==> src/hw/rtl/deo_pkg.sv <==
// ----------------------------------------------------------------------------
// Deflate offer parser package
// Parse phases, word constants and the result record shared by the parser
// and its testbench.
// ----------------------------------------------------------------------------
package deo_pkg;

  // Parse phases of the extensions header value.
  typedef enum logic [2:0] {
    PH_EXT_NAME   = 3'd0,
    PH_EXT_SKIP   = 3'd1,
    PH_PRM_NAME   = 3'd2,
    PH_VAL_LEAD   = 3'd3,
    PH_VAL_DIGITS = 3'd4,
    PH_PRM_SKIP   = 3'd5,
    PH_DONE       = 3'd6
  } ph_e;

  // Window parameter whose value is being read.
  typedef enum logic [1:0] {
    WIN_NONE = 2'd0,
    WIN_SRV  = 2'd1,
    WIN_CLI  = 2'd2
  } win_sel_e;

  // One result transaction.
  typedef struct packed {
    logic       offer_found;
    logic       server_keeps_no_context;
    logic       client_keeps_no_context;
    logic [3:0] server_window_bits;
    logic [3:0] client_window_bits;
  } res_t;

  // Byte codes.
  localparam logic [7:0] CH_COMMA = 8'h2C;
  localparam logic [7:0] CH_SEMI  = 8'h3B;
  localparam logic [7:0] CH_EQUAL = 8'h3D;
  localparam logic [7:0] CH_SPACE = 8'h20;
  localparam logic [7:0] CH_TAB   = 8'h09;
  localparam logic [7:0] CH_ZERO  = 8'h30;
  localparam logic [7:0] CH_NINE  = 8'h39;
  localparam logic [7:0] CH_UP_A  = 8'h41;
  localparam logic [7:0] CH_UP_Z  = 8'h5A;
  localparam logic [7:0] CASE_OFS = 8'h20;

  // Name lengths and counter limits.
  localparam logic [4:0] EXT_LEN  = 5'd18;
  localparam logic [4:0] FLAG_LEN = 5'd26;
  localparam logic [4:0] WIN_LEN  = 5'd22;
  localparam logic [4:0] POS_MAX  = 5'd31;
  localparam logic [4:0] ACC_MAX  = 5'd31;
  localparam logic [4:0] WIN_MIN  = 5'd8;
  localparam logic [4:0] WIN_MAX  = 5'd15;
  localparam logic [3:0] WIN_DEF  = 4'd15;
  localparam logic [4:0] ALL_CAND = 5'b11111;

  // Words, right aligned in a field wide enough for the longest one.
  localparam int WORD_W = 8 * 26;
  localparam logic [WORD_W-1:0] EXT_WORD      = WORD_W'("permessage-deflate");
  localparam logic [WORD_W-1:0] SRV_FLAG_WORD = WORD_W'({"server_no_", "context_takeover"});
  localparam logic [WORD_W-1:0] CLI_FLAG_WORD = WORD_W'({"client_no_", "context_takeover"});
  localparam logic [WORD_W-1:0] SRV_WIN_WORD  = WORD_W'({"server_max_", "window_bits"});
  localparam logic [WORD_W-1:0] CLI_WIN_WORD  = WORD_W'({"client_max_", "window_bits"});

  // True when the word has the given lowercase byte at the given position.
  function automatic logic word_hit(input logic [WORD_W-1:0] word, input logic [4:0] len,
                                    input logic [4:0] pos, input logic [7:0] ch);
    logic hit;
    int   idx;
    hit = 1'b0;
    idx = int'(len) - 1 - int'(pos);
    if (pos < len) begin
      hit = (word[8*idx +: 8] == ch);
    end
    return hit;
  endfunction

endpackage

==> src/hw/rtl/deo_if.sv <==
// ----------------------------------------------------------------------------
// Deflate offer parser channels
// Valid/ready channels for header bytes and for parse results.
// ----------------------------------------------------------------------------

// Header byte channel.
interface deo_byte_if;
  logic       valid;
  logic       ready;
  logic [7:0] char_in;
  logic       last_byte;

  modport source (output valid, output char_in, output last_byte, input ready);
  modport sink (input valid, input char_in, input last_byte, output ready);
endinterface

// Parse result channel.
interface deo_result_if;
  logic       valid;
  logic       ready;
  logic       offer_found;
  logic       server_keeps_no_context;
  logic       client_keeps_no_context;
  logic [3:0] server_window_bits;
  logic [3:0] client_window_bits;

  modport source (output valid, output offer_found, output server_keeps_no_context,
                  output client_keeps_no_context, output server_window_bits,
                  output client_window_bits, input ready);
  modport sink (input valid, input offer_found, input server_keeps_no_context,
                input client_keeps_no_context, input server_window_bits,
                input client_window_bits, output ready);
endinterface

==> src/hw/rtl/deflate_extension_offer_parser.sv <==
// ----------------------------------------------------------------------------
// Deflate extension offer parser
// Streams an extensions header value one byte per transaction and reports
// the first permessage-deflate offer with its parameters on the last byte.
// ----------------------------------------------------------------------------
// Throughput: one byte per cycle while the result queue is not full; the
// parser state updates in the cycle a byte is accepted.
// The result is written into the result queue when the last byte is accepted.
// A two-entry result queue lets bytes flow while one result waits.
// Reset: parser state returns to the start of an extension name and the
// result queue empties; the state also restarts after every last byte.
module deflate_extension_offer_parser
  import deo_pkg::*;
(
  input  logic         clk_i,
  input  logic         rst_ni,
  deo_byte_if.sink     byte_i,
  deo_result_if.source result_o
);

  // Parser state.
  ph_e        ph_q, ph_d, ph_m;
  logic [4:0] pos_q, pos_d, pos_m;
  logic [4:0] cand_q, cand_d, cand_m;
  logic       isp_q, isp_d, isp_m;
  win_sel_e   which_q, which_d, which_m;
  logic [4:0] acc_q, acc_d, acc_m;
  logic       found_q, found_d, found_m;
  logic [1:0] tk_q, tk_d, tk_m;
  logic [3:0] win_srv_q, win_srv_d, win_srv_m;
  logic [3:0] win_cli_q, win_cli_d, win_cli_m;

  // Result queue.
  res_t       res_q [2];
  logic       wr_ptr_q, rd_ptr_q;
  logic [1:0] cnt_q, cnt_d;
  res_t       res_new;

  logic       accept, push, pop;
  logic [7:0] ch, lc;
  logic       is_comma, is_semi, is_equal, is_blank, is_digit;
  logic [3:0] digit;
  logic [8:0] acc_mul;
  logic [4:0] acc_sat;
  logic       ext_ok;
  logic [3:0] prm_ok;
  logic [4:0] cand_nc, pos_nc;
  logic       ext_match, srv_flag, cli_flag, srv_win, cli_win, win_ok;

  // Handshake.
  assign byte_i.ready = (cnt_q != 2'd2);
  assign accept       = byte_i.valid & byte_i.ready;
  assign push         = accept & byte_i.last_byte;
  assign pop          = result_o.valid & result_o.ready;

  // Byte classes.
  assign ch       = byte_i.char_in;
  assign lc       = (ch >= CH_UP_A && ch <= CH_UP_Z) ? ch + CASE_OFS : ch;
  assign is_comma = (ch == CH_COMMA);
  assign is_semi  = (ch == CH_SEMI);
  assign is_equal = (ch == CH_EQUAL);
  assign is_blank = (ch == CH_SPACE) || (ch == CH_TAB);
  assign is_digit = (ch >= CH_ZERO) && (ch <= CH_NINE);
  assign digit    = 4'(ch - CH_ZERO);

  // Saturating decimal accumulation.
  assign acc_mul = 9'(acc_q) * 9'd10 + 9'(digit);
  assign acc_sat = (acc_mul > 9'(ACC_MAX)) ? ACC_MAX : acc_mul[4:0];

  // Name comparison against each candidate word.
  assign ext_ok    = word_hit(EXT_WORD, EXT_LEN, pos_q, lc);
  assign prm_ok[0] = word_hit(SRV_FLAG_WORD, FLAG_LEN, pos_q, lc);
  assign prm_ok[1] = word_hit(CLI_FLAG_WORD, FLAG_LEN, pos_q, lc);
  assign prm_ok[2] = word_hit(SRV_WIN_WORD, WIN_LEN, pos_q, lc);
  assign prm_ok[3] = word_hit(CLI_WIN_WORD, WIN_LEN, pos_q, lc);

  always_comb begin
    if (isp_q) begin
      cand_nc = '0;
    end else if (ph_q == PH_EXT_NAME) begin
      cand_nc = cand_q & {4'b1111, ext_ok};
    end else begin
      cand_nc = cand_q & {1'b1, prm_ok};
    end
  end

  assign pos_nc = (pos_q < POS_MAX) ? pos_q + 5'd1 : pos_q;

  // Completed-name matches on the current state.
  assign ext_match = cand_q[0] && (pos_q == EXT_LEN);
  assign srv_flag  = cand_q[0] && (pos_q == FLAG_LEN);
  assign cli_flag  = cand_q[1] && (pos_q == FLAG_LEN);
  assign srv_win   = cand_q[2] && (pos_q == WIN_LEN);
  assign cli_win   = cand_q[3] && (pos_q == WIN_LEN);
  assign win_ok    = (acc_q >= WIN_MIN) && (acc_q <= WIN_MAX);

  // Next parse phase after this byte, then restart after the last byte.
  always_comb begin
    ph_m = ph_q;
    case (ph_q)
      PH_EXT_NAME: begin
        if (is_comma) begin
          ph_m = ext_match ? PH_DONE : PH_EXT_NAME;
        end else if (is_semi) begin
          ph_m = ext_match ? PH_PRM_NAME : PH_EXT_SKIP;
        end
      end
      PH_EXT_SKIP: begin
        if (is_comma) ph_m = PH_EXT_NAME;
      end
      PH_PRM_NAME: begin
        if (is_comma) begin
          ph_m = PH_DONE;
        end else if (is_semi) begin
          ph_m = PH_PRM_NAME;
        end else if (is_equal) begin
          ph_m = (srv_win || cli_win) ? PH_VAL_LEAD : PH_PRM_SKIP;
        end
      end
      PH_VAL_LEAD, PH_VAL_DIGITS: begin
        if (is_digit) begin
          ph_m = PH_VAL_DIGITS;
        end else if (!(is_blank && ph_q == PH_VAL_LEAD)) begin
          if (is_comma) ph_m = PH_DONE;
          else if (is_semi) ph_m = PH_PRM_NAME;
          else ph_m = PH_PRM_SKIP;
        end
      end
      PH_PRM_SKIP: begin
        if (is_comma) ph_m = PH_DONE;
        else if (is_semi) ph_m = PH_PRM_NAME;
      end
      default: ph_m = ph_q;
    endcase
    ph_d = byte_i.last_byte ? PH_EXT_NAME : ph_m;
  end

  // Datapath update: name tracking, flags, values and the final result.
  always_comb begin
    pos_m     = pos_q;
    cand_m    = cand_q;
    isp_m     = isp_q;
    which_m   = which_q;
    acc_m     = acc_q;
    found_m   = found_q;
    tk_m      = tk_q;
    win_srv_m = win_srv_q;
    win_cli_m = win_cli_q;

    case (ph_q)
      PH_EXT_NAME: begin
        if (is_comma || is_semi) begin
          if (ext_match) found_m = 1'b1;
          if (is_comma != ext_match) begin
            pos_m  = '0;
            cand_m = ALL_CAND;
            isp_m  = 1'b0;
          end
        end else if (is_blank) begin
          if (pos_q != '0) isp_m = 1'b1;
        end else begin
          cand_m = cand_nc;
          pos_m  = pos_nc;
        end
      end
      PH_EXT_SKIP: begin
        if (is_comma) begin
          pos_m  = '0;
          cand_m = ALL_CAND;
          isp_m  = 1'b0;
        end
      end
      PH_PRM_NAME: begin
        if (is_comma || is_semi || is_equal) begin
          tk_m = tk_q | {cli_flag, srv_flag};
          if (is_semi) begin
            pos_m  = '0;
            cand_m = ALL_CAND;
            isp_m  = 1'b0;
          end
          if (is_equal) begin
            acc_m = '0;
            if (srv_win) which_m = WIN_SRV;
            else if (cli_win) which_m = WIN_CLI;
            else which_m = WIN_NONE;
          end
        end else if (is_blank) begin
          if (pos_q != '0) isp_m = 1'b1;
        end else begin
          cand_m = cand_nc;
          pos_m  = pos_nc;
        end
      end
      PH_VAL_LEAD, PH_VAL_DIGITS: begin
        if (is_digit) begin
          acc_m = (ph_q == PH_VAL_LEAD) ? 5'(digit) : acc_sat;
        end else if (!(is_blank && ph_q == PH_VAL_LEAD)) begin
          if (win_ok && which_q == WIN_SRV) win_srv_m = acc_q[3:0];
          if (win_ok && which_q == WIN_CLI) win_cli_m = acc_q[3:0];
          which_m = WIN_NONE;
          acc_m   = '0;
          if (is_semi) begin
            pos_m  = '0;
            cand_m = ALL_CAND;
            isp_m  = 1'b0;
          end
        end
      end
      PH_PRM_SKIP: begin
        if (is_semi) begin
          pos_m  = '0;
          cand_m = ALL_CAND;
          isp_m  = 1'b0;
        end
      end
      default: ;
    endcase

    // Close the value on the last byte.
    if (byte_i.last_byte) begin
      if (ph_m == PH_EXT_NAME) begin
        if (cand_m[0] && pos_m == EXT_LEN) found_m = 1'b1;
      end else if (ph_m == PH_PRM_NAME) begin
        tk_m = tk_m | {cand_m[1] && (pos_m == FLAG_LEN), cand_m[0] && (pos_m == FLAG_LEN)};
      end else if (ph_m == PH_VAL_DIGITS) begin
        if (acc_m >= WIN_MIN && acc_m <= WIN_MAX) begin
          if (which_m == WIN_SRV) win_srv_m = acc_m[3:0];
          if (which_m == WIN_CLI) win_cli_m = acc_m[3:0];
        end
      end
    end

    res_new.offer_found             = found_m;
    res_new.server_keeps_no_context = found_m & tk_m[0];
    res_new.client_keeps_no_context = found_m & tk_m[1];
    res_new.server_window_bits      = found_m ? win_srv_m : WIN_DEF;
    res_new.client_window_bits      = found_m ? win_cli_m : WIN_DEF;

    if (byte_i.last_byte) begin
      pos_d     = '0;
      cand_d    = ALL_CAND;
      isp_d     = 1'b0;
      which_d   = WIN_NONE;
      acc_d     = '0;
      found_d   = 1'b0;
      tk_d      = '0;
      win_srv_d = WIN_DEF;
      win_cli_d = WIN_DEF;
    end else begin
      pos_d     = pos_m;
      cand_d    = cand_m;
      isp_d     = isp_m;
      which_d   = which_m;
      acc_d     = acc_m;
      found_d   = found_m;
      tk_d      = tk_m;
      win_srv_d = win_srv_m;
      win_cli_d = win_cli_m;
    end
  end

  // Parser state registers, updated on each accepted byte.
  always_ff @(posedge clk_i or negedge rst_ni) begin
    if (!rst_ni) begin
      ph_q      <= PH_EXT_NAME;
      pos_q     <= '0;
      cand_q    <= ALL_CAND;
      isp_q     <= 1'b0;
      which_q   <= WIN_NONE;
      acc_q     <= '0;
      found_q   <= 1'b0;
      tk_q      <= '0;
      win_srv_q <= WIN_DEF;
      win_cli_q <= WIN_DEF;
    end else if (accept) begin
      ph_q      <= ph_d;
      pos_q     <= pos_d;
      cand_q    <= cand_d;
      isp_q     <= isp_d;
      which_q   <= which_d;
      acc_q     <= acc_d;
      found_q   <= found_d;
      tk_q      <= tk_d;
      win_srv_q <= win_srv_d;
      win_cli_q <= win_cli_d;
    end
  end

  // Result queue occupancy.
  always_comb begin
    case ({push, pop})
      2'b10:   cnt_d = cnt_q + 2'd1;
      2'b01:   cnt_d = cnt_q - 2'd1;
      default: cnt_d = cnt_q;
    endcase
  end

  always_ff @(posedge clk_i or negedge rst_ni) begin
    if (!rst_ni) begin
      cnt_q    <= '0;
      wr_ptr_q <= 1'b0;
      rd_ptr_q <= 1'b0;
    end else begin
      cnt_q <= cnt_d;
      if (push) wr_ptr_q <= ~wr_ptr_q;
      if (pop) rd_ptr_q <= ~rd_ptr_q;
    end
  end

  // Result storage.
  always_ff @(posedge clk_i) begin
    if (push) res_q[wr_ptr_q] <= res_new;
  end

  assign result_o.valid                   = (cnt_q != 2'd0);
  assign result_o.offer_found             = res_q[rd_ptr_q].offer_found;
  assign result_o.server_keeps_no_context = res_q[rd_ptr_q].server_keeps_no_context;
  assign result_o.client_keeps_no_context = res_q[rd_ptr_q].client_keeps_no_context;
  assign result_o.server_window_bits      = res_q[rd_ptr_q].server_window_bits;
  assign result_o.client_window_bits      = res_q[rd_ptr_q].client_window_bits;

`ifndef ASSERT_OFF
  // The queue never holds more than two results.
  assert property (@(posedge clk_i) disable iff (!rst_ni) cnt_q != 2'd3)
    else $error("result queue overflow");

  // A last byte always leaves the parser at the start of a new value.
  assert property (@(posedge clk_i) disable iff (!rst_ni)
    push |=> (ph_q == PH_EXT_NAME) && (pos_q == '0) && !found_q && (tk_q == '0))
    else $error("parser not restarted after last byte");

  // A missing offer reports default parameters.
  assert property (@(posedge clk_i) disable iff (!rst_ni)
    (result_o.valid && !result_o.offer_found) |->
      (result_o.server_window_bits == WIN_DEF) && (result_o.client_window_bits == WIN_DEF) &&
      !result_o.server_keeps_no_context && !result_o.client_keeps_no_context)
    else $error("defaults not reported without an offer");

  // Reported window sizes stay within the legal range.
  assert property (@(posedge clk_i) disable iff (!rst_ni)
    result_o.valid |-> (result_o.server_window_bits >= WIN_MIN[3:0]) &&
                       (result_o.client_window_bits >= WIN_MIN[3:0]))
    else $error("window bits out of range");
`endif

endmodule

==> src/flat_wrapper.sv <==
// flat-port wrapper written by rule: the top's interface ports become plain ports
module deflate_extension_offer_parser_flat import deo_pkg::*;
  (clk_i, rst_ni, byte_i_valid, byte_i_char_in, byte_i_last_byte, byte_i_ready, result_o_valid, result_o_offer_found, result_o_server_keeps_no_context, result_o_client_keeps_no_context, result_o_server_window_bits, result_o_client_window_bits, result_o_ready);
  deo_byte_if byte_i_i ();
  deo_result_if result_o_i ();
  input  logic clk_i;
  input  logic rst_ni;
  input wire logic [$bits(byte_i_i.valid)-1:0] byte_i_valid;
  input wire logic [$bits(byte_i_i.char_in)-1:0] byte_i_char_in;
  input wire logic [$bits(byte_i_i.last_byte)-1:0] byte_i_last_byte;
  output wire logic [$bits(byte_i_i.ready)-1:0] byte_i_ready;
  output wire logic [$bits(result_o_i.valid)-1:0] result_o_valid;
  output wire logic [$bits(result_o_i.offer_found)-1:0] result_o_offer_found;
  output wire logic [$bits(result_o_i.server_keeps_no_context)-1:0] result_o_server_keeps_no_context;
  output wire logic [$bits(result_o_i.client_keeps_no_context)-1:0] result_o_client_keeps_no_context;
  output wire logic [$bits(result_o_i.server_window_bits)-1:0] result_o_server_window_bits;
  output wire logic [$bits(result_o_i.client_window_bits)-1:0] result_o_client_window_bits;
  input wire logic [$bits(result_o_i.ready)-1:0] result_o_ready;
  assign byte_i_i.valid = byte_i_valid;
  assign byte_i_i.char_in = byte_i_char_in;
  assign byte_i_i.last_byte = byte_i_last_byte;
  assign byte_i_ready = byte_i_i.ready;
  assign result_o_valid = result_o_i.valid;
  assign result_o_offer_found = result_o_i.offer_found;
  assign result_o_server_keeps_no_context = result_o_i.server_keeps_no_context;
  assign result_o_client_keeps_no_context = result_o_i.client_keeps_no_context;
  assign result_o_server_window_bits = result_o_i.server_window_bits;
  assign result_o_client_window_bits = result_o_i.client_window_bits;
  assign result_o_i.ready = result_o_ready;
  deflate_extension_offer_parser u_core (.clk_i(clk_i), .rst_ni(rst_ni), .byte_i(byte_i_i), .result_o(result_o_i));
endmodule
==> config.mk <==
export PLATFORM = sky130hd
export DESIGN_NAME = deflate_extension_offer_parser_flat
export DESIGN_NICKNAME = d
export VERILOG_FILES = /design/src/hw/rtl/deo_pkg.sv /design/src/hw/rtl/deo_if.sv /design/src/hw/rtl/deflate_extension_offer_parser.sv /design/src/flat_wrapper.sv
export SDC_FILE = /design/constraint.sdc
export NUM_CORES = 1
export LEC_CHECK = 0
export ABC_CLOCK_PERIOD_IN_PS = 4640
export BUFFER_PORTS_ARGS = -buffer_cell sky130_fd_sc_hd__buf_2
export CORE_MARGIN = 3
export CORE_UTILIZATION = 30
export CTS_CLUSTER_DIAMETER = 30
export CTS_CLUSTER_SIZE = 28
export DETAILED_ROUTE_END_ITERATION = 10
export PLACE_DENSITY_LB_ADDON = 0.25
export REMOVE_ABC_BUFFERS = 1
export SETUP_SLACK_MARGIN = 0.3
export SLEW_MARGIN = 20
export SYNTH_ARGS = -nofsm -noshare
export SYNTH_HDL_FRONTEND = slang
export SYNTH_SLANG_ARGS = --single-unit
==> constraint.sdc <==
create_clock -name clk_i -period 4.64 [get_ports clk_i]
set_clock_uncertainty 0.15 [all_clocks]
set_input_delay 0.928 -clock clk_i [delete_from_list [all_inputs] [get_ports clk_i]]
set_output_delay 0.928 -clock clk_i [all_outputs]
set_load 0.03 [all_outputs]
==> Word-level counts from Yosys, hierarchy flattened <==
Memory sizes are Yosys's and may differ from the RTL's.
Cells that the tools add are included.
{ "classes": {"eq_ne": 34, "n_lt_le_gt_ge": 13, "multipliers": 1, "n_bitwise": 11, "n_mux": 113, "n_addsub": 9, "shifts": 5, "reduce_logical": 27} }
{ "op_table": {"columns": ["cell", "n"], "rows": [
  ["indexed part select 208 x 32 -> 8 bit, first input constant", 5],
  ["2-to-1 mux 5 bit", 28],
  ["2-to-1 mux 4 bit", 24],
  ["case mux 5 bit (5 select lines)", 2],
  ["2-to-1 mux 3 bit", 15],
  ["equality test 8 bit", 5],
  ["equality test 8 x 6 -> 1 bit, second input constant", 4],
  ["2-to-1 mux 2 bit", 14],
  ["equality test 5 bit, second input constant", 5],
  ["2-to-1 mux 1 bit", 24],
  ["< comparator 5 bit, second input constant", 4],
  ["subtractor 5 x 5 -> 6 bit, first input constant", 3],
  ["logical AND 1 bit", 15],
  ["case mux 3 bit (5 select lines)", 1],
  ["bitwise AND 5 bit", 2],
  ["greater-or-equal comparator 5 x 4 -> 1 bit, second input constant", 2],
  ["less-or-equal comparator 5 x 4 -> 1 bit, second input constant", 2],
  ["case mux 5 bit (2 select lines)", 1],
  ["adder 9 x 4 -> 9 bit", 1],
  ["equality test 3 x 2 -> 1 bit, second input constant", 3],
  ["equality test 3 bit, second input constant", 3],
  ["greater-than comparator 9 x 5 -> 1 bit, second input constant", 1],
  ["adder 8 x 6 -> 8 bit, second input constant", 1],
  ["equality test 8 x 4 -> 1 bit, second input constant", 1],
  ["30 further kinds", 47]
]} }
{ "totals": {"mem_bits_rw": 22, "n_memories": 1, "regBits": 36} }
{ "memory_table": {"columns": ["memory", "words", "width", "rd", "rd_ports_with_merged_regs", "wr", "line", "text"], "rows": [
  ["u_core.res_q", 2, 11, 1, 0, 1, "deflate_extension_offer_parser.sv:34", "res_t res_q [2];"]
]} }

==> Logic depth before layout (Yosys ltp) <==
Gate-level depths: netlist (run 1).
{ "logic_depth": {"depth_word": 17, "mapped_depth": 18} }

==> Worst setup path after synthesis (run 1) <==
No wires, ideal clock.
{ "synth_path": {"path_type": "flip-flop to flip-flop", "from": "register u_core.pos_q[1]", "to": "memory u_core.res_q[0][0] (netlist bit) (data pin)", "stages_incl_launch_ff": 15, "t_arrival_ps": 3905, "t_required_ps": 4206, "path_slack_ps": 301, "synth_period_minus_slack_ps": 4339, "setup_time_ps": 284, "path_cell_list": "dfrtp_1 buf_4 buf_2 clkinv_1 clkbuf_1 ha_1 or2_2 o32a_1 a2111oi_0 a211oi_1 xnor2_1 a2111oi_2 nand3b_1 a2111oi_4 o21ai_0"} }
{ "synth_lines": {"columns": ["element", "line", "text"], "rows": [
  ["from (decl)", "deflate_extension_offer_parser.sv:23", "logic [4:0] pos_q, pos_d, pos_m;"],
  ["from (signal assigned)", "deflate_extension_offer_parser.sv:277", "pos_q <= pos_d;"],
  ["to (decl)", "deflate_extension_offer_parser.sv:34", null]
]} }

==> results.sh, run 1 <==
export IMPL_status="complete, no violations"
export IMPL_fmax_mhz=242.4
export IMPL_rsz0062_at_grt="no"
export IMPL_path_class="reg -> reg"
export IMPL_design_area_sq_um=7192
export IMPL_start_kind="register"
export IMPL_grt_pass1_wl_mm=34.16
export IMPL_synth_area_leaders="edfxtp_1, dfrtp_1, a21oi_1"
export IMPL_cts_buffers=9
export IMPL_hold_viol=0
export IMPL_cellPowerDensity_nw_per_um2=498.3
export IMPL_slew_headroom_pct=33.10
export IMPL_grt_total_usage_pct=17.76
export IMPL_cts_max_path_buffers=2
export IMPL_via_per_inst=5.916
export IMPL_grt_max_degree=53
export IMPL_drv_cap=0
export IMPL_period_minus_slack_ns=4.125
export IMPL_multi_input_comb_area_sq_um=4499
export IMPL_synth_top_area_cell="edfxtp_1"
export IMPL_fin_util_pct=34.87
export IMPL_postCtsHoldBufs=0
export IMPL_io_buffers=25
export IMPL_fp_dieH_microns=152.1
export IMPL_netlist_area_sq_um=6402
export IMPL_yosysWarnings=0
export IMPL_synth_async_sr_flop_share_pct=61.40
export IMPL_drv_slew=0
export IMPL_cts_htree_levels=3
export IMPL_netlist_instances=826
export IMPL_power_total_mw=3.583
export IMPL_ys_ff_latch=57
export IMPL_synth_distinct_cells=90
export IMPL_vias=6561
export IMPL_yosysTopAreaCellShare_pct=10.32
export IMPL_start_util_pct=31.04
export IMPL_syn2layout_area_growth_pct=12.33
export IMPL_synth_edf_count=22
export IMPL_cts_sinks=57
export IMPL_dp_hpwl_mm=15.32
export IMPL_first_global_vias=6054
export IMPL_dr_pass1_iters=5
export IMPL_setup_viol=0
export IMPL_fin_nets=868
export IMPL_drt_initial_drc_count=761
export IMPL_clockRootBuffer="clkbuf_16"
export IMPL_syn_area_per_cell_sq_um=7.751
export IMPL_yosys_most_used_dff="dfrtp_1"
export IMPL_diodes=0
export IMPL_cp_arrival_ns=4.04
export IMPL_cts_setup_buffers=0
export IMPL_synth_seq_area_share_pct=24.23
export IMPL_fill_cells=2174
export IMPL_drtAntennaViolNets=0
export IMPL_drc=0
export IMPL_hold_path_class="reg -> reg"
export IMPL_drive_gt1_share_pct=16.09
export IMPL_die_area_sq_um=23130
export IMPL_gp_congestion=0.9267
export IMPL_rows=52
export IMPL_core_area_sq_um=20620
export IMPL_ff_latch_area_sq_um=1551
export IMPL_period_share_pct=88.90
export IMPL_drt_wl_total_mm=21.25
export IMPL_p_leak_nw=2.492
export IMPL_antenna_found_initial=0
export IMPL_worst_skew_pair_late_latency_ns=0.34
export IMPL_wl_per_cell_microns=19.16
export IMPL_cp_end_kind="register"
export IMPL_clkSlewWorstSetupHoldPaths_ns=0.06
export IMPL_dieWidth_microns=152.1
export IMPL_io_pins=26
export IMPL_hold_slack_ns=0.3398
export IMPL_cp_max_fo=25
export IMPL_cts_tree="yes"
export IMPL_postPlaceCellArea_sq_um=6854
export IMPL_ir_worst_vdd_uv=185.7
export IMPL_grt_overflow_total=0
export IMPL_required_ns=4.55
export IMPL_worstMarginPinSlew_ns=0.9997
==> timing repair <==
| item | CTS | global route |
|---|---|---|
| setup endpoints to repair | 0 | 16 |
| hold endpoints to repair | 0 | 0 |
| gates resized for setup | 0 | 2 |
==> cell type report <==
cell class | instances | share of cell area, %
tap | 270 | 4.697
inverter | 15 | 0.7829
clock buffer | 9 | 3.132
clock inverter | 7 | 1.427
sequential | 57 | 21.57
timing repair buffer | 62 | 5.828
multi-input combinational | 689 | 62.56
==> cell usage in the layout, fill, tap and decap left out, types with 20 or more instances in the layout <==
cell      count
a21oi_1      74
buf_2        25
buf_4        35
dfrtp_1      23
edfxtp_1     22
mux2_2       20
nand2_1      71
nor2_1       71
nor3_1       28
o21ai_0      71
xnor2_1      30
==> stage by stage <==
step                setup WS, ns  setup TNS (ns)  instances
finish                    0.5152               0       1109
global route              0.3006               0       1109
CTS                       0.5721               0       1109
detailed placement        0.3382               0       1093
global placement          0.3805               0       1093
floorplan                -0.7795          -15.76        761
==> per-layer routing <==
metal  GRT usage (%)  share of wire [%]
met4           5.736                2.2
met2           27.52                 46
met5               0                  0
met1           25.47                 47
met3           2.560                4.7
==> kinds of logic (layout without fill, tap and decap cells) <==
kind of cell / after synthesis / after routing / share of synthesized area, %
and+or+nand+nor: 297 / 297 / 24.02
AOI/OAI and AO/OA: 296 / 296 / 30.45
buffers and inverters: 80 / 93 / 5.589
DFF: 57 / 57 / 24.23
xor gates and xnor gates: 44 / 44 / 6.136
muxes: 30 / 30 / 5.081
adders and majority gates: 22 / 22 / 4.495
==> report_power, final <==
| group | internal (mW) | switching, mW | total [mW] |
|---|---|---|---|
| logic | 0.831 | 1.27 | 2.10 |
| registers | 0.633 | 0.110 | 0.742 |
| clock network | 0.475 | 0.266 | 0.741 |
| total | 1.94 | 1.64 | 3.58 |
==> critical path, stage by stage (launching register included) <==
cell	delay (ns)
dfrtp_1	0.38
clkinv_1	0.10
ha_1	0.49
buf_4	0.34
nand2_1	0.22
mux2_2	0.32
nor3_1	0.19
xnor2_1	0.15
nand4_1	0.10
a2111oi_0	0.46
a21oi_1	0.27
a2111oi_4	0.34
buf_4	0.23
o21ai_0	0.12
==> Yosys cell counts, types with 15 or more instances <==
| cell type | count |
|---|---|
| a21oi_1 | 74 |
| nand2_1 | 71 |
| nor2_1 | 71 |
| o21ai_0 | 71 |
| clkbuf_1 | 30 |
| xnor2_1 | 30 |
| nor3_1 | 28 |
| buf_2 | 24 |
| dfrtp_1 | 23 |
| edfxtp_1 | 22 |
| mux2_2 | 20 |
| ha_1 | 19 |
| nand2b_1 | 19 |
| o22ai_1 | 19 |
| nand3_1 | 18 |
| a211oi_1 | 15 |
==> flip-flops by register name, summed over array words and instances, names as in the netlist <==
signal	cells
u_core.res_q	22
u_core.acc_q	5
u_core.pos_q	5
u_core.cand_q	4
u_core.win_cli_q	4
u_core.win_srv_q	4
u_core.ph_q	3
u_core.cnt_q	2
u_core.tk_q	2
u_core.which_q	2
u_core.found_q	1
u_core.isp_q	1
u_core.rd_ptr_q	1
u_core.wr_ptr_q	1
==> path summary, 6_finish.rpt <==
| check | from | end | slack (ns) | depth (start not counted) |
|---|---|---|---|---|
| setup / recovery | u_core.pos_q[1] | u_core.res_q[1][5] | 0.52 | 13 |
| hold / removal | u_core.cnt_q[1] | u_core.cnt_q[1] | 0.34 | 1 |
| setup reg to reg | u_core.pos_q[1] | u_core.res_q[1][5] | 0.52 | 13 |
| hold reg to reg | u_core.cnt_q[1] | u_core.cnt_q[1] | 0.34 | 1 |
| max in group asynchronous | rst_ni | u_core.cnt_q[1] | 3.27 | 1 |
| min in group asynchronous | rst_ni | u_core.acc_q[1] | 0.54 | 1 |
Power figures use the tool's default switching activity.
==> run 2: changes to the inputs <==
Settings changed: PLACE_DENSITY from default to 0.51, PLACE_DENSITY_LB_ADDON 0.25 to default.
==> results.sh, run 2 (synthesis results as in run 1) <==
export IMPL_status="complete, no violations"
export IMPL_fin_nets=874
export IMPL_path_delay_family="compound AO/OA/AOI/OAI gates"
export IMPL_drt_wl_total_mm=21.20
export IMPL_fin_util_pct=34.90
export IMPL_p_leak_nw=2.511
export IMPL_vias=6588
export IMPL_grt_total_usage_pct=17.70
export IMPL_path_common_cell="buf_4"
export IMPL_drtAntennaViolNets=0
export IMPL_cellPowerDensity_nw_per_um2=493.8
export IMPL_worstMarginPinSlew_ns=0.9778
export IMPL_place_ws_ns=0.3714
export IMPL_start_kind="register"
export IMPL_drc=0
export IMPL_clockRootBuffer="clkbuf_16"
export IMPL_dieWidth_microns=152.1
export IMPL_design_area_sq_um=7198
export IMPL_slew_headroom_pct=34.57
export IMPL_grt_max_degree=36
export IMPL_cts_tree="yes"
export IMPL_fmax_mhz=243.4
export IMPL_reg_top3="u_core.res_q x22, u_core.acc_q x5, u_core.pos_q x5"
export IMPL_gp_congestion=0.9414
export IMPL_cp_end_kind="register"
export IMPL_period_minus_slack_ns=4.109
export IMPL_final_setup_worst_slack_ns=0.5310
export IMPL_wl_per_cell_microns=19.01
export IMPL_grt_overflow_total=0
export IMPL_io_pins=26
export IMPL_hold_slack_ns=0.3429
export IMPL_path_class="reg -> reg"
export IMPL_power_total_mw=3.555
export IMPL_dp_hpwl_mm=15.55
export IMPL_final_common_cell="a21oi_1"
export IMPL_cts_htree_levels=3
export IMPL_cts_max_path_buffers=2
export IMPL_hold_depth=1
export IMPL_power_net_switching_mw=1.622
export IMPL_regMostFlops="u_core.res_q"
export IMPL_diodes=0
export IMPL_worst_skew_pair_late_latency_ns=0.32
export IMPL_cp_arrival_ns=4.00
export IMPL_cts_buffers=9
export IMPL_slowest_delay_ns=0.44
export IMPL_required_ns=4.53
export IMPL_worst_r2r_setup_slack_ns=0.53
export IMPL_hold_start="u_core.cnt_q[1]"
export IMPL_drv_cap=0
export IMPL_clockPowerShare_pct=19.3
export IMPL_clkSlewWorstSetupHoldPaths_ns=0.05
export IMPL_rsz0062_at_grt="no"
export IMPL_largest_register_ffs=22
export IMPL_first_global_vias=6186
export IMPL_rows=52
export IMPL_fp_dieH_microns=152.1
export IMPL_p_int_mw=1.933
export IMPL_grt_pass1_wl_mm=34.27
export IMPL_period_share_pct=88.56
export IMPL_hold_path_class="reg -> reg"
export IMPL_final_cell_mix="a21oi_1, nand2_1, nor2_1, o21ai_0, buf_4"
export IMPL_whs_endpoint="u_core.cnt_q[1]"
export IMPL_cp_num_buf_inv=4
export IMPL_p_sw_share_pct=45.63
export IMPL_start_util_pct=31.04
export IMPL_core_area_sq_um=20620
export IMPL_dp_cells=1099
export IMPL_drt_initial_drc_count=794
export IMPL_combPwrFrac_pct=59.7
export IMPL_seq_power_share_pct=20.9
export IMPL_timing_rr_end="u_core.res_q[0][6]"
export IMPL_ir_worst_vdd_uv=280.2
export IMPL_via_per_inst=5.909
export IMPL_hold_viol=0
export IMPL_cts_sinks=57
export IMPL_tns_ns=0
export IMPL_cp_max_fo=22
export IMPL_io_buffers=25
export IMPL_layout_cells_non_filler=1115
export IMPL_dr_pass1_iters=7
export IMPL_antenna_found_initial=0
export IMPL_crit_chain="clkinv_1 > ha_1 > buf_4 > nand2_1 > mux2_2 > nor3_1 > xnor2_1 > nand4_1 > a2111oi_0 > a21oi_1 > buf_4 > a2111oi_4 > buf_4 > o21ai_0"
export IMPL_crit_slowest_cell="ha_1"
export IMPL_syn2layout_area_growth_pct=12.43
export IMPL_drive_gt1_share_pct=16.33
export IMPL_die_area_sq_um=23130
export IMPL_drv_slew=0
export IMPL_r2r_start="u_core.pos_q[1]"
export IMPL_postPlaceCellArea_sq_um=6887
export IMPL_reg2reg_depth=14
export IMPL_setup_viol=0
## run 2: power by group through the flow
stage                     Clock [mW]  Sequential, mW  Combinational [mW]
final                          0.688           0.744                2.12
after global routing           0.728           0.758                2.32
after CTS                      0.698           0.740                2.08
after detailed placement           0           0.747                2.07
after global placement             0           0.747                2.10
after floorplan                    0           0.771                1.40
## run 2: layout make-up
class / count / area (sq um)
flip-flops and latches: 57 / 1551
clock inverters: 7 / 85.08
fillers: 2187 / 13430
well taps: 270 / 337.8
multi-input cells: 689 / 4494
inverters: 15 / 56.30
clock buffers: 9 / 225.2
repair buffers: 68 / 447.9
## run 2: repair_timing
item | 4_1_cts | 5_1_grt
gates resized for setup | 0 | 1
buffers inserted | 0 | 0
endpoints found under the setup margin | 0 | 4
hold buffers | 0 | 0
## run 2: layer usage
metal / global-route usage, % / wire length, microns / vias up
li1: - / - / 3157
met1: 24.89 / 9620 / 3120
met2: 28.79 / 9957 / 278
met3: 2.446 / 1198 / 33
met4: 4.281 / 418 / 0
met5: 0 / 0 / -
## run 2: worst max-delay path by stage
| stage | to | slack (ns) | depth (start not counted) | start |
|---|---|---|---|---|
| after floorplan | u_core.res_q[0][0] | -0.78 | 11 | u_core.pos_q[1] |
| after global placement | u_core.res_q[0][2] | 0.46 | 12 | byte_i_char_in[1] |
| after detailed placement | u_core.res_q[0][0] | 0.37 | 12 | byte_i_char_in[1] |
| after CTS | u_core.res_q[0][6] | 0.59 | 14 | u_core.pos_q[1] |
| after global routing | u_core.res_q[0][6] | 0.33 | 14 | u_core.pos_q[1] |
| final | u_core.res_q[0][6] | 0.53 | 14 | u_core.pos_q[1] |
==> run 3: changes to the inputs <==
--- a/config.mk
+++ b/config.mk
@@ -7,3 +7,3 @@
 export LEC_CHECK = 0
-export ABC_CLOCK_PERIOD_IN_PS = 4640
+export ABC_CLOCK_PERIOD_IN_PS = 4700
 export BUFFER_PORTS_ARGS = -buffer_cell sky130_fd_sc_hd__buf_2
@@ -14,6 +14,6 @@
 export DETAILED_ROUTE_END_ITERATION = 10
-export PLACE_DENSITY = 0.51
+export PLACE_DENSITY = 0.5
 export REMOVE_ABC_BUFFERS = 1
 export SETUP_SLACK_MARGIN = 0.3
-export SLEW_MARGIN = 20
+export SLEW_MARGIN = 15
 export SYNTH_ARGS = -nofsm -noshare
==> constraint.sdc (replaced) <==
create_clock -name clk_i -period 4.7 [get_ports clk_i]
set_clock_uncertainty 0.15 [all_clocks]
set_input_delay 0.94 -clock clk_i [delete_from_list [all_inputs] [get_ports clk_i]]
set_output_delay 0.94 -clock clk_i [all_outputs]
set_load 0.1 [all_outputs]
==> results.sh, run 3 (synthesis results as in run 1) <==
export IMPL_status="complete, no violations"
export IMPL_first_global_vias=6232
export IMPL_core_area_sq_um=20620
export IMPL_fmax_mhz=244.6
export IMPL_final_common_cell="a21oi_1"
export IMPL_rsz0062_at_grt="no"
export IMPL_grt_max_degree=53
export IMPL_hold_viol=0
export IMPL_rows=52
export IMPL_die_area_sq_um=23130
export IMPL_clockRootBuffer="clkbuf_16"
export IMPL_required_ns=4.73
export IMPL_cts_buffers=9
export IMPL_drt_wl_total_mm=21.50
export IMPL_syn2layout_area_growth_pct=12.88
export IMPL_postCtsHoldBufs=0
export IMPL_dp_hpwl_mm=15.85
export IMPL_cts_tree="yes"
export IMPL_p_leak_nw=2.527
export IMPL_layout_cells_non_filler=1116
export IMPL_cellPowerDensity_nw_per_um2=503.0
export IMPL_start_kind="register"
export IMPL_regMostFlops="u_core.res_q"
export IMPL_diodes=0
export IMPL_postPlaceCellArea_sq_um=6892
export IMPL_hold_path_class="reg -> reg"
export IMPL_grt_pass1_wl_mm=34.73
export IMPL_dr_pass1_iters=5
export IMPL_final_setup_worst_slack_ns=0.6119
export IMPL_fp_dieH_microns=152.1
export IMPL_via_per_inst=5.835
export IMPL_slew_headroom_pct=34.61
export IMPL_ir_worst_vdd_uv=338.9
export IMPL_worst_r2r_setup_slack_ns=0.61
export IMPL_fill_cells=2192
export IMPL_cp_arrival_ns=4.12
export IMPL_design_area_sq_um=7227
export IMPL_largest_register_ffs=22
export IMPL_period_share_pct=86.98
export IMPL_path_class="reg -> reg"
export IMPL_cts_sinks=57
export IMPL_ff_latch_area_sq_um=1551
export IMPL_gp_congestion=0.9329
export IMPL_drt_initial_drc_count=645
export IMPL_start_util_pct=31.04
export IMPL_worstMarginPinSlew_ns=0.9772
export IMPL_drv_cap=0
export IMPL_cts_htree_levels=3
export IMPL_drv_slew=0
export IMPL_grt_overflow_total=0
export IMPL_place_ws_ns=0.3373
export IMPL_power_total_mw=3.635
export IMPL_setup_viol=0
export IMPL_grt_total_usage_pct=18.15
export IMPL_multi_input_comb_area_sq_um=4493
export IMPL_reg_top3="u_core.res_q x22, u_core.acc_q x5, u_core.pos_q x5"
export IMPL_wl_per_cell_microns=19.27
export IMPL_vias=6512
export IMPL_tns_ns=0
export IMPL_fin_nets=875
export IMPL_final_cell_mix="a21oi_1, nand2_1, nor2_1, o21ai_0, buf_4"
export IMPL_drc=0
export IMPL_drive_gt1_share_pct=16.67
export IMPL_period_minus_slack_ns=4.088
export IMPL_worst_skew_pair_late_latency_ns=0.34
export IMPL_cts_max_path_buffers=2
export IMPL_io_pins=26
export IMPL_cts_resized_gates=0
export IMPL_cp_end_kind="register"
export IMPL_dp_cells=1098
export IMPL_cp_max_fo=12
export IMPL_drtAntennaViolNets=0
export IMPL_dieWidth_microns=152.1
export IMPL_io_buffers=25
export IMPL_cts_setup_buffers=0
export IMPL_clkSlewWorstSetupHoldPaths_ns=0.05
export IMPL_antenna_found_initial=0
==> run 3: metal layers <==
layer  track usage, %  wire (microns)
met1            25.42            9899
met2            29.17           10040
met3            2.389            1048
met4            5.608             514
met5                0               0
==> run 3: worst max-delay path, cell delays in order (launching register included) <==
cell,delay (ns)
dfrtp_1,0.39
clkinv_1,0.10
ha_1,0.33
buf_4,0.20
or2_2,0.34
a22o_1,0.21
a21oi_1,0.26
o21ai_0,0.16
a311o_1,0.38
nor4_1,0.28
a21oi_1,0.23
a2111oi_4,0.40
buf_4,0.23
buf_4,0.13
a2bb2oi_2,0.14
==> run 3: worst paths after layout <==
| check | from | to | cells past startpoint |
|---|---|---|---|
| setup / recovery | u_core.pos_q[1] | u_core.res_q[0][8] | 14 |
| hold / removal | u_core.cnt_q[1] | u_core.cnt_q[1] | 1 |
| setup reg to reg | u_core.pos_q[1] | u_core.res_q[0][8] | 14 |
| hold reg to reg | u_core.cnt_q[1] | u_core.cnt_q[1] | 1 |
| max in group asynchronous | rst_ni | u_core.pos_q[4] | 1 |
| min in group asynchronous | rst_ni | u_core.acc_q[4] | 1 |
==> run 3: layout make-up <==
type                    count  share of cell area, %
multi-input cells         689                  62.17
clock buffers               9                  3.116
repair buffers             69                  6.475
clock inverters             7                  1.316
inverters                  15                 0.7791
well taps                 270                  4.675
flip-flops and latches     57                  21.47
==> run 3: stage by stage <==
stage	hold slack, ns	utilization, %
floorplan	0.3059	-
global route	0.3448	35.04
global placement	0.3251	33.41
CTS	0.3419	34.97
finish	0.3375	35.04
detailed placement	0.3338	33.41
==> run 3: report_power, final <==
group | switching, mW | total, mW | internal [mW] | leakage (nW)
clock network | 0.239 | 0.702 | 0.463 | 0.155
logic | 1.37 | 2.20 | 0.832 | 1.79
registers | 0.109 | 0.734 | 0.625 | 0.586
total | 1.72 | 3.64 | 1.92 | 2.53
